`src/sitoa_pkg.sv`:
```
// Shared constants, types and helpers for the signed integer to ASCII radix unit.
package sitoa_pkg;

    localparam int VALUE_WIDTH = 32;
    localparam int MAX_DIGITS  = VALUE_WIDTH;
    localparam int CNT_W       = $clog2(MAX_DIGITS + 1);
    localparam int ADDR_W      = $clog2(MAX_DIGITS);
    localparam int DIV_BITS    = 8;
    localparam int DIV_CYCLES  = (VALUE_WIDTH + DIV_BITS - 1) / DIV_BITS;
    localparam int PAD_W       = DIV_CYCLES * DIV_BITS;
    localparam int CHUNK_W     = (DIV_CYCLES > 1) ? $clog2(DIV_CYCLES) : 1;

    localparam int BASE_W  = 5;
    localparam int DIGIT_W = 4;
    localparam int CHAR_W  = 8;

    localparam logic [BASE_W-1:0] BASE_RESET = 5'd10;
    localparam logic [BASE_W-1:0] BASE_MIN   = 5'd2;
    localparam logic [BASE_W-1:0] BASE_MAX   = 5'd16;
    localparam logic [BASE_W-1:0] BASE_DEC   = 5'd10;

    localparam logic [CHAR_W-1:0] CHAR_MINUS   = 8'h2D;
    localparam logic [CHAR_W-1:0] CHAR_NUM_OFS = 8'd48;
    localparam logic [CHAR_W-1:0] CHAR_HEX_OFS = 8'd55;
    localparam logic [CHAR_W-1:0] CHAR_NONE    = 8'd0;
    localparam logic [DIGIT_W-1:0] DIGIT_NINE  = 4'd9;

    typedef enum logic [2:0] {
        ST_IDLE,
        ST_INVALID,
        ST_DIVIDE,
        ST_STORE,
        ST_SIGN,
        ST_READ,
        ST_OUT
    } t_state;

    typedef struct packed {
        logic load;
        logic div_step;
        logic store;
        logic emit_sign;
        logic rd;
        logic emit_digit;
        logic emit_invalid;
    } t_cmd;

    typedef struct packed {
        logic base_ok;
        logic chunk_last;
        logic quot_zero;
        logic neg_dec;
        logic cnt_one;
        logic out_free;
    } t_status;

    function automatic logic [CHAR_W-1:0] digit_char(input logic [DIGIT_W-1:0] d);
        logic [CHAR_W-1:0] ext;
        ext = {{(CHAR_W-DIGIT_W){1'b0}}, d};
        if (d > DIGIT_NINE) begin
            return ext + CHAR_HEX_OFS;
        end
        return ext + CHAR_NUM_OFS;
    endfunction

endpackage

```
`src/sitoa_ctrl.sv`:
```
// Controller state machine sequencing divide, store and emit steps.
module sitoa_ctrl (
    input  logic              i_clk,
    input  logic              i_rst_n,
    input  logic              i_in_valid,
    output logic              o_in_ready,
    input  sitoa_pkg::t_status i_status,
    output sitoa_pkg::t_cmd   o_cmd
);
    import sitoa_pkg::*;

    t_state r_state;
    t_state n_state;

    always_ff @(posedge i_clk) begin
        if (!i_rst_n) begin
            r_state <= ST_IDLE;
        end else begin
            r_state <= n_state;
        end
    end

    always_comb begin
        n_state = r_state;
        unique case (r_state)
            ST_IDLE: begin
                if (i_in_valid) begin
                    n_state = i_status.base_ok ? ST_DIVIDE : ST_INVALID;
                end
            end
            ST_INVALID: begin
                if (i_status.out_free) begin
                    n_state = ST_IDLE;
                end
            end
            ST_DIVIDE: begin
                if (i_status.chunk_last) begin
                    n_state = ST_STORE;
                end
            end
            ST_STORE: begin
                if (!i_status.quot_zero) begin
                    n_state = ST_DIVIDE;
                end else if (i_status.neg_dec) begin
                    n_state = ST_SIGN;
                end else begin
                    n_state = ST_READ;
                end
            end
            ST_SIGN: begin
                if (i_status.out_free) begin
                    n_state = ST_READ;
                end
            end
            ST_READ: begin
                n_state = ST_OUT;
            end
            ST_OUT: begin
                if (i_status.out_free) begin
                    n_state = i_status.cnt_one ? ST_IDLE : ST_READ;
                end
            end
            default: begin
                n_state = ST_IDLE;
            end
        endcase
    end

    always_comb begin
        o_cmd      = '0;
        o_in_ready = 1'b0;
        unique case (r_state)
            ST_IDLE: begin
                o_in_ready = i_rst_n;
                o_cmd.load = i_in_valid;
            end
            ST_INVALID: begin
                o_cmd.emit_invalid = i_status.out_free;
            end
            ST_DIVIDE: begin
                o_cmd.div_step = 1'b1;
            end
            ST_STORE: begin
                o_cmd.store = 1'b1;
            end
            ST_SIGN: begin
                o_cmd.emit_sign = i_status.out_free;
            end
            ST_READ: begin
                o_cmd.rd = 1'b1;
            end
            ST_OUT: begin
                o_cmd.emit_digit = i_status.out_free;
            end
            default: begin
                o_cmd = '0;
            end
        endcase
    end

endmodule

```
`src/sitoa_datapath.sv`:
```
// Datapath: radix register, shift-subtract divider, digit memory and output register.
module sitoa_datapath (
    input  logic                                i_clk,
    input  logic                                i_rst_n,
    input  logic                                i_cfg_valid,
    input  logic [sitoa_pkg::BASE_W-1:0]        i_cfg_number_base,
    input  logic signed [sitoa_pkg::VALUE_WIDTH-1:0] i_signed_value,
    input  logic                                i_out_ready,
    output logic                                o_out_valid,
    output logic [sitoa_pkg::CHAR_W-1:0]        o_character,
    output logic                                o_last_char,
    output logic                                o_base_invalid,
    input  sitoa_pkg::t_cmd                     i_cmd,
    output sitoa_pkg::t_status                  o_status
);
    import sitoa_pkg::*;

    logic [BASE_W-1:0]  r_base;
    logic [PAD_W-1:0]   r_quot;
    logic [PAD_W-1:0]   n_quot;
    logic [BASE_W-1:0]  r_rem;
    logic [BASE_W-1:0]  n_rem;
    logic [CHUNK_W-1:0] r_chunk;
    logic [CNT_W-1:0]   r_cnt;
    logic               r_neg_dec;
    logic [DIGIT_W-1:0] r_rd_digit;
    logic [DIGIT_W-1:0] r_mem [MAX_DIGITS];
    logic               r_out_valid;
    logic [CHAR_W-1:0]  r_char;
    logic               r_last;
    logic               r_inv;

    logic [VALUE_WIDTH-1:0] mag;
    logic [CNT_W-1:0]       cnt_dec;
    logic [ADDR_W-1:0]      rd_addr;
    logic                   out_free;

    assign mag      = i_signed_value[VALUE_WIDTH-1] ? (~i_signed_value + 1'b1) : i_signed_value;
    assign cnt_dec  = r_cnt - CNT_W'(1);
    assign rd_addr  = cnt_dec[ADDR_W-1:0];
    assign out_free = !r_out_valid || i_out_ready;

    always_comb begin
        n_rem  = r_rem;
        n_quot = r_quot;
        for (int k = 0; k < DIV_BITS; k++) begin
            n_rem  = {n_rem[BASE_W-2:0], n_quot[PAD_W-1]};
            n_quot = {n_quot[PAD_W-2:0], 1'b0};
            if (n_rem >= r_base) begin
                n_rem     = n_rem - r_base;
                n_quot[0] = 1'b1;
            end
        end
    end

    always_ff @(posedge i_clk) begin
        if (!i_rst_n) begin
            r_base <= BASE_RESET;
        end else if (i_cfg_valid) begin
            r_base <= i_cfg_number_base;
        end
    end

    always_ff @(posedge i_clk) begin
        if (!i_rst_n) begin
            r_cnt   <= '0;
            r_chunk <= '0;
        end else begin
            if (i_cmd.load) begin
                r_cnt   <= '0;
                r_chunk <= '0;
            end else if (i_cmd.div_step) begin
                r_chunk <= r_chunk + CHUNK_W'(1);
            end else if (i_cmd.store) begin
                r_cnt   <= r_cnt + CNT_W'(1);
                r_chunk <= '0;
            end else if (i_cmd.emit_digit) begin
                r_cnt <= cnt_dec;
            end
        end
    end

    always_ff @(posedge i_clk) begin
        if (i_cmd.load) begin
            r_quot    <= PAD_W'(mag);
            r_rem     <= '0;
            r_neg_dec <= i_signed_value[VALUE_WIDTH-1] && (r_base == BASE_DEC);
        end else if (i_cmd.div_step) begin
            r_quot <= n_quot;
            r_rem  <= n_rem;
        end else if (i_cmd.store) begin
            r_rem <= '0;
        end
    end

    always_ff @(posedge i_clk) begin
        if (i_cmd.store) begin
            r_mem[r_cnt[ADDR_W-1:0]] <= r_rem[DIGIT_W-1:0];
        end
    end

    always_ff @(posedge i_clk) begin
        if (i_cmd.rd) begin
            r_rd_digit <= r_mem[rd_addr];
        end
    end

    always_ff @(posedge i_clk) begin
        if (!i_rst_n) begin
            r_out_valid <= 1'b0;
        end else if (i_cmd.emit_sign || i_cmd.emit_digit || i_cmd.emit_invalid) begin
            r_out_valid <= 1'b1;
        end else if (i_out_ready) begin
            r_out_valid <= 1'b0;
        end
    end

    always_ff @(posedge i_clk) begin
        if (i_cmd.emit_invalid) begin
            r_char <= CHAR_NONE;
            r_last <= 1'b1;
            r_inv  <= 1'b1;
        end else if (i_cmd.emit_sign) begin
            r_char <= CHAR_MINUS;
            r_last <= 1'b0;
            r_inv  <= 1'b0;
        end else if (i_cmd.emit_digit) begin
            r_char <= digit_char(r_rd_digit);
            r_last <= (r_cnt == CNT_W'(1));
            r_inv  <= 1'b0;
        end
    end

    assign o_out_valid    = r_out_valid;
    assign o_character    = r_char;
    assign o_last_char    = r_last;
    assign o_base_invalid = r_inv;

    assign o_status.base_ok    = (r_base >= BASE_MIN) && (r_base <= BASE_MAX);
    assign o_status.chunk_last = (r_chunk == CHUNK_W'(DIV_CYCLES - 1));
    assign o_status.quot_zero  = (r_quot == '0);
    assign o_status.neg_dec    = r_neg_dec;
    assign o_status.cnt_one    = (r_cnt == CNT_W'(1));
    assign o_status.out_free   = out_free;

    a_emit_needs_slot: assert property (@(posedge i_clk) disable iff (!i_rst_n)
        (i_cmd.emit_sign || i_cmd.emit_digit || i_cmd.emit_invalid) |-> out_free)
        else $error("emit while output register is occupied");

    a_load_clears: assert property (@(posedge i_clk) disable iff (!i_rst_n)
        i_cmd.load |=> (r_cnt == '0) && (r_chunk == '0) && (r_rem == '0))
        else $error("load did not clear digit count and remainder");

    a_last_digit: assert property (@(posedge i_clk) disable iff (!i_rst_n)
        (i_cmd.emit_digit && (r_cnt == CNT_W'(1))) |=> (o_out_valid && o_last_char))
        else $error("final digit not flagged last");

    a_invalid_form: assert property (@(posedge i_clk) disable iff (!i_rst_n)
        (o_out_valid && o_base_invalid) |-> (o_last_char && (o_character == CHAR_NONE)))
        else $error("invalid-base transaction malformed");

    a_remainder_range: assert property (@(posedge i_clk) disable iff (!i_rst_n)
        i_cmd.store |-> (r_rem < r_base))
        else $error("remainder not below radix");

endmodule

```
`src/signed_integer_to_ascii_radix_unit.sv`:
```
// Top level of the signed integer to ASCII radix unit.
// Converts one signed 32-bit value per input transaction into its text form, most significant
// character first, one ASCII character per output transaction, in the radix held in the
// number_base register (2..16, reset 10; write only while idle). Each digit comes from a
// shift-subtract divider retiring 8 quotient bits per cycle, then a store step writes it
// to a registered digit memory, from which characters leave one at a time, each waiting for
// a free output register. A negative value in base 10 gets a leading '-'. An invalid radix
// gives a single transaction with base_invalid and last_char set. The next value is taken
// once the last character has been loaded into the output register.
module signed_integer_to_ascii_radix_unit (
    input  logic                                     i_clk,
    input  logic                                     i_rst_n,
    input  logic                                     i_cfg_valid,
    output logic                                     o_cfg_ready,
    input  logic [sitoa_pkg::BASE_W-1:0]             i_cfg_number_base,
    input  logic                                     i_in_valid,
    output logic                                     o_in_ready,
    input  logic signed [sitoa_pkg::VALUE_WIDTH-1:0] i_signed_value,
    output logic                                     o_out_valid,
    input  logic                                     i_out_ready,
    output logic [sitoa_pkg::CHAR_W-1:0]             o_character,
    output logic                                     o_last_char,
    output logic                                     o_base_invalid
);
    import sitoa_pkg::*;

    t_cmd    cmd;
    t_status status;

    assign o_cfg_ready = i_rst_n;

    sitoa_ctrl u_ctrl (
        .i_clk      (i_clk),
        .i_rst_n    (i_rst_n),
        .i_in_valid (i_in_valid),
        .o_in_ready (o_in_ready),
        .i_status   (status),
        .o_cmd      (cmd)
    );

    sitoa_datapath u_datapath (
        .i_clk             (i_clk),
        .i_rst_n           (i_rst_n),
        .i_cfg_valid       (i_cfg_valid),
        .i_cfg_number_base (i_cfg_number_base),
        .i_signed_value    (i_signed_value),
        .i_out_ready       (i_out_ready),
        .o_out_valid       (o_out_valid),
        .o_character       (o_character),
        .o_last_char       (o_last_char),
        .o_base_invalid    (o_base_invalid),
        .i_cmd             (cmd),
        .o_status          (status)
    );

endmodule

```
`config.mk`:
```
export PLATFORM = sky130hd
export DESIGN_NAME = signed_integer_to_ascii_radix_unit
export DESIGN_NICKNAME = d
export VERILOG_FILES = /design/src/sitoa_pkg.sv /design/src/sitoa_ctrl.sv /design/src/sitoa_datapath.sv /design/src/signed_integer_to_ascii_radix_unit.sv
export SDC_FILE = /design/constraint.sdc
export NUM_CORES = 1
export LEC_CHECK = 0
export BUFFER_PORTS_ARGS = -buffer_cell sky130_fd_sc_hd__buf_2
export CAP_MARGIN = 40
export CELL_PAD_IN_SITES_DETAIL_PLACEMENT = 2
export CELL_PAD_IN_SITES_GLOBAL_PLACEMENT = 2
export CORE_MARGIN = 3
export CORE_UTILIZATION = 43
export CTS_CLUSTER_DIAMETER = 200
export DETAILED_ROUTE_END_ITERATION = 16
export HOLD_SLACK_MARGIN = 0.03
export PLACE_DENSITY = 0.76
export SYNTH_ARGS = -nofsm -noshare
export SYNTH_HDL_FRONTEND = slang
export SYNTH_SLANG_ARGS = --single-unit
export TNS_END_PERCENT = 30
```
`constraint.sdc`:
```
create_clock -name i_clk -period 12.4 [get_ports i_clk]
set_input_delay 0 -clock i_clk [delete_from_list [all_inputs] [get_ports i_clk]]
set_output_delay 0 -clock i_clk [all_outputs]
set_load 0.005 [all_outputs]
```
==> metrics.csv <==
metric,value,unit
cell count after synthesis,870,
"most common cell after layout, fill and taps aside",edfxtp_1,
largest area contributor in the netlist,edfxtp_1,
Setup TNS,0,ns
worst slew pin tran,0.900,ns
predominant post-synthesis flop cell,edfxtp_1,
ANT cells,0,
gr ovfl total,0,
total nets after synthesis,969,
Worst Path Buf+Inv,1,
worst path required time,12.73,ns
"Core Util, Final",51.0,%
Post-synth EDFFs,165,
total clock sinks,195,
Compound-Gate Fraction of Synth Area,10.8,%
CTS tree,done,
DP Wirelength,24300,um
endpoints failing setup,0,
RSZ-0062 raised after global routing,false,
Crit Path Category,flop to flop,
share of post-route cells with drive strength above 1,19.1,%
setup bufs post-CTS,0,
most frequent cells in the layout,"edfxtp_1 (165), nand2_1 (80), nor2_1 (79)",
Post-Syn Area,0.0106,mm^2
Mapped Avg Cell Area,12.2,um^2
Die ar.,0.0266,mm^2
initial antenna violation count,0,
PortBufs,53,
xor and xnor area share after synthesis,4.46,%
core area,0.0239,mm^2
maxcap violations,0,
"FF+latch count, synth",195,
WHS Path Cells,3,
largest family of logic cells by synthesized area,simple AND/OR/NAND/NOR gates,
Routed wire per std cell,26.9,um
fmax,0.0859,GHz
fin nets,1056,
CP Data Arrival Time,11.98,ns
post-route minimum period,11.65,ns
worst hold slack,0.0622,ns
Slew Limit Fails,0,
final hold viol count,0,
Yosys warning total,0,
Starting Density,44.4,%
CP max-delay cell,ha_1,
Slew HR,39.6,%
final antenna-violating net count,0,
routed vias,7623,
Die Ht,163,um
Clock Skews,0.0136,ns
H-tree level count,4,
ys async rst share,0,%
DRT iter0 DRCs,609,
Die X,163,um
Via density,5.91,
Netlist cell types,66,
Synth top area share,46.7,%
TritonCTS Buffers,17,
"Seq/Total Area, Yosys",52.4,%
IO Pins,55,
simple logic cell fraction of the synthesized area,11.8,%
GP Congestion,0.849,
stages on the worst setup path,45,
status,"finished, final reports clean",
Routed WL,34700,um
drt first pass iters,5,
clk_lat worst skew,0.44,ns
first-pass GRT wire length,54000,um
CP max stage delay,0.42,ns
Min-Delay Path Class,primary input to flop,
CP max FO,9,
Root Buffer,clkbuf_16,
Clock transition at path regs,0.08,ns
"CP delay by family, top",compound AO/OA/AOI/OAI gates,
area grow syn2layout,14.9,%
Tot GR Track Use,27.0,%
largest net degree at the start of global routing,62,
drc violations,0,
Setup crit end kind,flop,
Setup crit start kind,flop,
CTS Buffer Depth,2,
row count,56,
vias in the first global route,8784,
Adder-Cell Fraction of Synth Area,7.29,%
period utilisation layout,93.9,%
largest cells by area after synthesis,"edfxtp_1 (47%), mux4_2 (8.5%), ha_1 (5.8%), dfxtp_1 (5.7%), nand2_1 (2.9%)",
"Top cell by count, worst path",ha_1,
proportion of synthesized area in mux cells,10.6,%
Worst R2R Path Depth,45,
## through the flow
| stage | setup slack, ns | area [um^2] | std cells |
|---|---|---|---|
| after floorplan | 1.87 | 10600 | 870 |
| after global placement | 1.09 | 11200 | 1224 |
| after detailed placement | 0.0618 | 11200 | 1224 |
| after CTS | 0.131 | 12200 | 1289 |
| after global routing | 0.00492 | 12200 | 1289 |
| final | 0.753 | 12200 | 1289 |
## synthesized netlist by cell type, types with 4 or more instances
| master | count |
|---|---|
| a21o_1 | 18 |
| a21oi_1 | 42 |
| a22oi_1 | 4 |
| a31oi_1 | 11 |
| and2_1 | 4 |
| and3_1 | 4 |
| buf_4 | 4 |
| clkbuf_1 | 24 |
| dfxtp_1 | 30 |
| edfxtp_1 | 165 |
| fa_1 | 8 |
| ha_1 | 49 |
| inv_1 | 37 |
| mux2_2 | 15 |
| mux2i_1 | 6 |
| mux4_2 | 40 |
| nand2_1 | 81 |
| nand2b_1 | 6 |
| nand3_1 | 6 |
| nand3b_1 | 5 |
| nand4_1 | 8 |
| nor2_1 | 79 |
| nor2b_1 | 12 |
| nor3_1 | 16 |
| nor4_1 | 13 |
| o211ai_1 | 4 |
| o21ai_0 | 29 |
| o21ai_1 | 23 |
| o31ai_1 | 4 |
| o41ai_1 | 6 |
| o41ai_2 | 4 |
| or2_2 | 5 |
| or3_1 | 5 |
| or4_1 | 4 |
| xnor2_1 | 20 |
| xor2_1 | 34 |
## layout make-up
| class | instances | area (um^2) |
|---|---|---|
| inverter | 38 | 146 |
| clock inverter | 14 | 138 |
| multi-input combinational | 606 | 4830 |
| tap | 319 | 399 |
| timing repair buffer | 99 | 693 |
| fill | 2346 | 11700 |
| clock buffer | 18 | 429 |
| sequential | 195 | 5560 |
## logic make-up (layout without fill, tap and decap cells)
kind of cell,after synthesis,after routing
mux,61,61
other cells,1,1
buf+inv,69,169
compound gates,173,173
fa+ha+maj,57,57
flops,195,195
xor+xnor,54,54
simple gates,260,260
## sequential cells by signal, indices dropped and copies added (netlist names)
register / cells
u_datapath.r_quot: 32
u_datapath.r_cnt: 6
u_datapath.o_character: 7
u_datapath.o_last_char: 1
u_datapath.r_rd_digit: 4
u_datapath.r_rem: 4
u_datapath.r_mem: 128
u_datapath.o_out_valid: 1
u_datapath.r_neg_dec: 1
u_datapath.r_base: 5
u_ctrl.r_state: 3
u_datapath.o_base_invalid: 1
u_datapath.r_chunk: 2
## tightest hold or removal path: stages
cell	delay, ns
buf_2	0.16
xor2_1	0.09
o21ai_0	0.15
## path summary, 6_finish.rpt
path / startpoint / end / slack [ns]
max: u_datapath.r_base[2] / u_datapath.r_rem[2] / 0.75
min: i_signed_value[23] / u_datapath.r_quot[23] / 0.06
max reg2reg: u_datapath.r_base[2] / u_datapath.r_rem[2] / 0.75
min reg2reg: u_datapath.o_base_invalid / u_datapath.o_base_invalid / 0.46
## per-layer routing
layer	GRT usage, %	part of all wire [%]	vias to the layer above
met1	31.8	40	3940
met4	10.5	3.4	0
met2	49.6	54	163
met5	0	0	-
li1	-	-	3460
met3	3.93	2.9	60
## repair_timing
action	CTS	global route
setup endpoints to repair	1	5
hold buffers	33	0
hold endpoints to repair	31	0
pin swaps	0	1
resized for setup	1	9
gates cloned	0	0
Power is not shown: default switching activity piles up to over one toggle a cycle in this logic, so the estimate is an artifact.
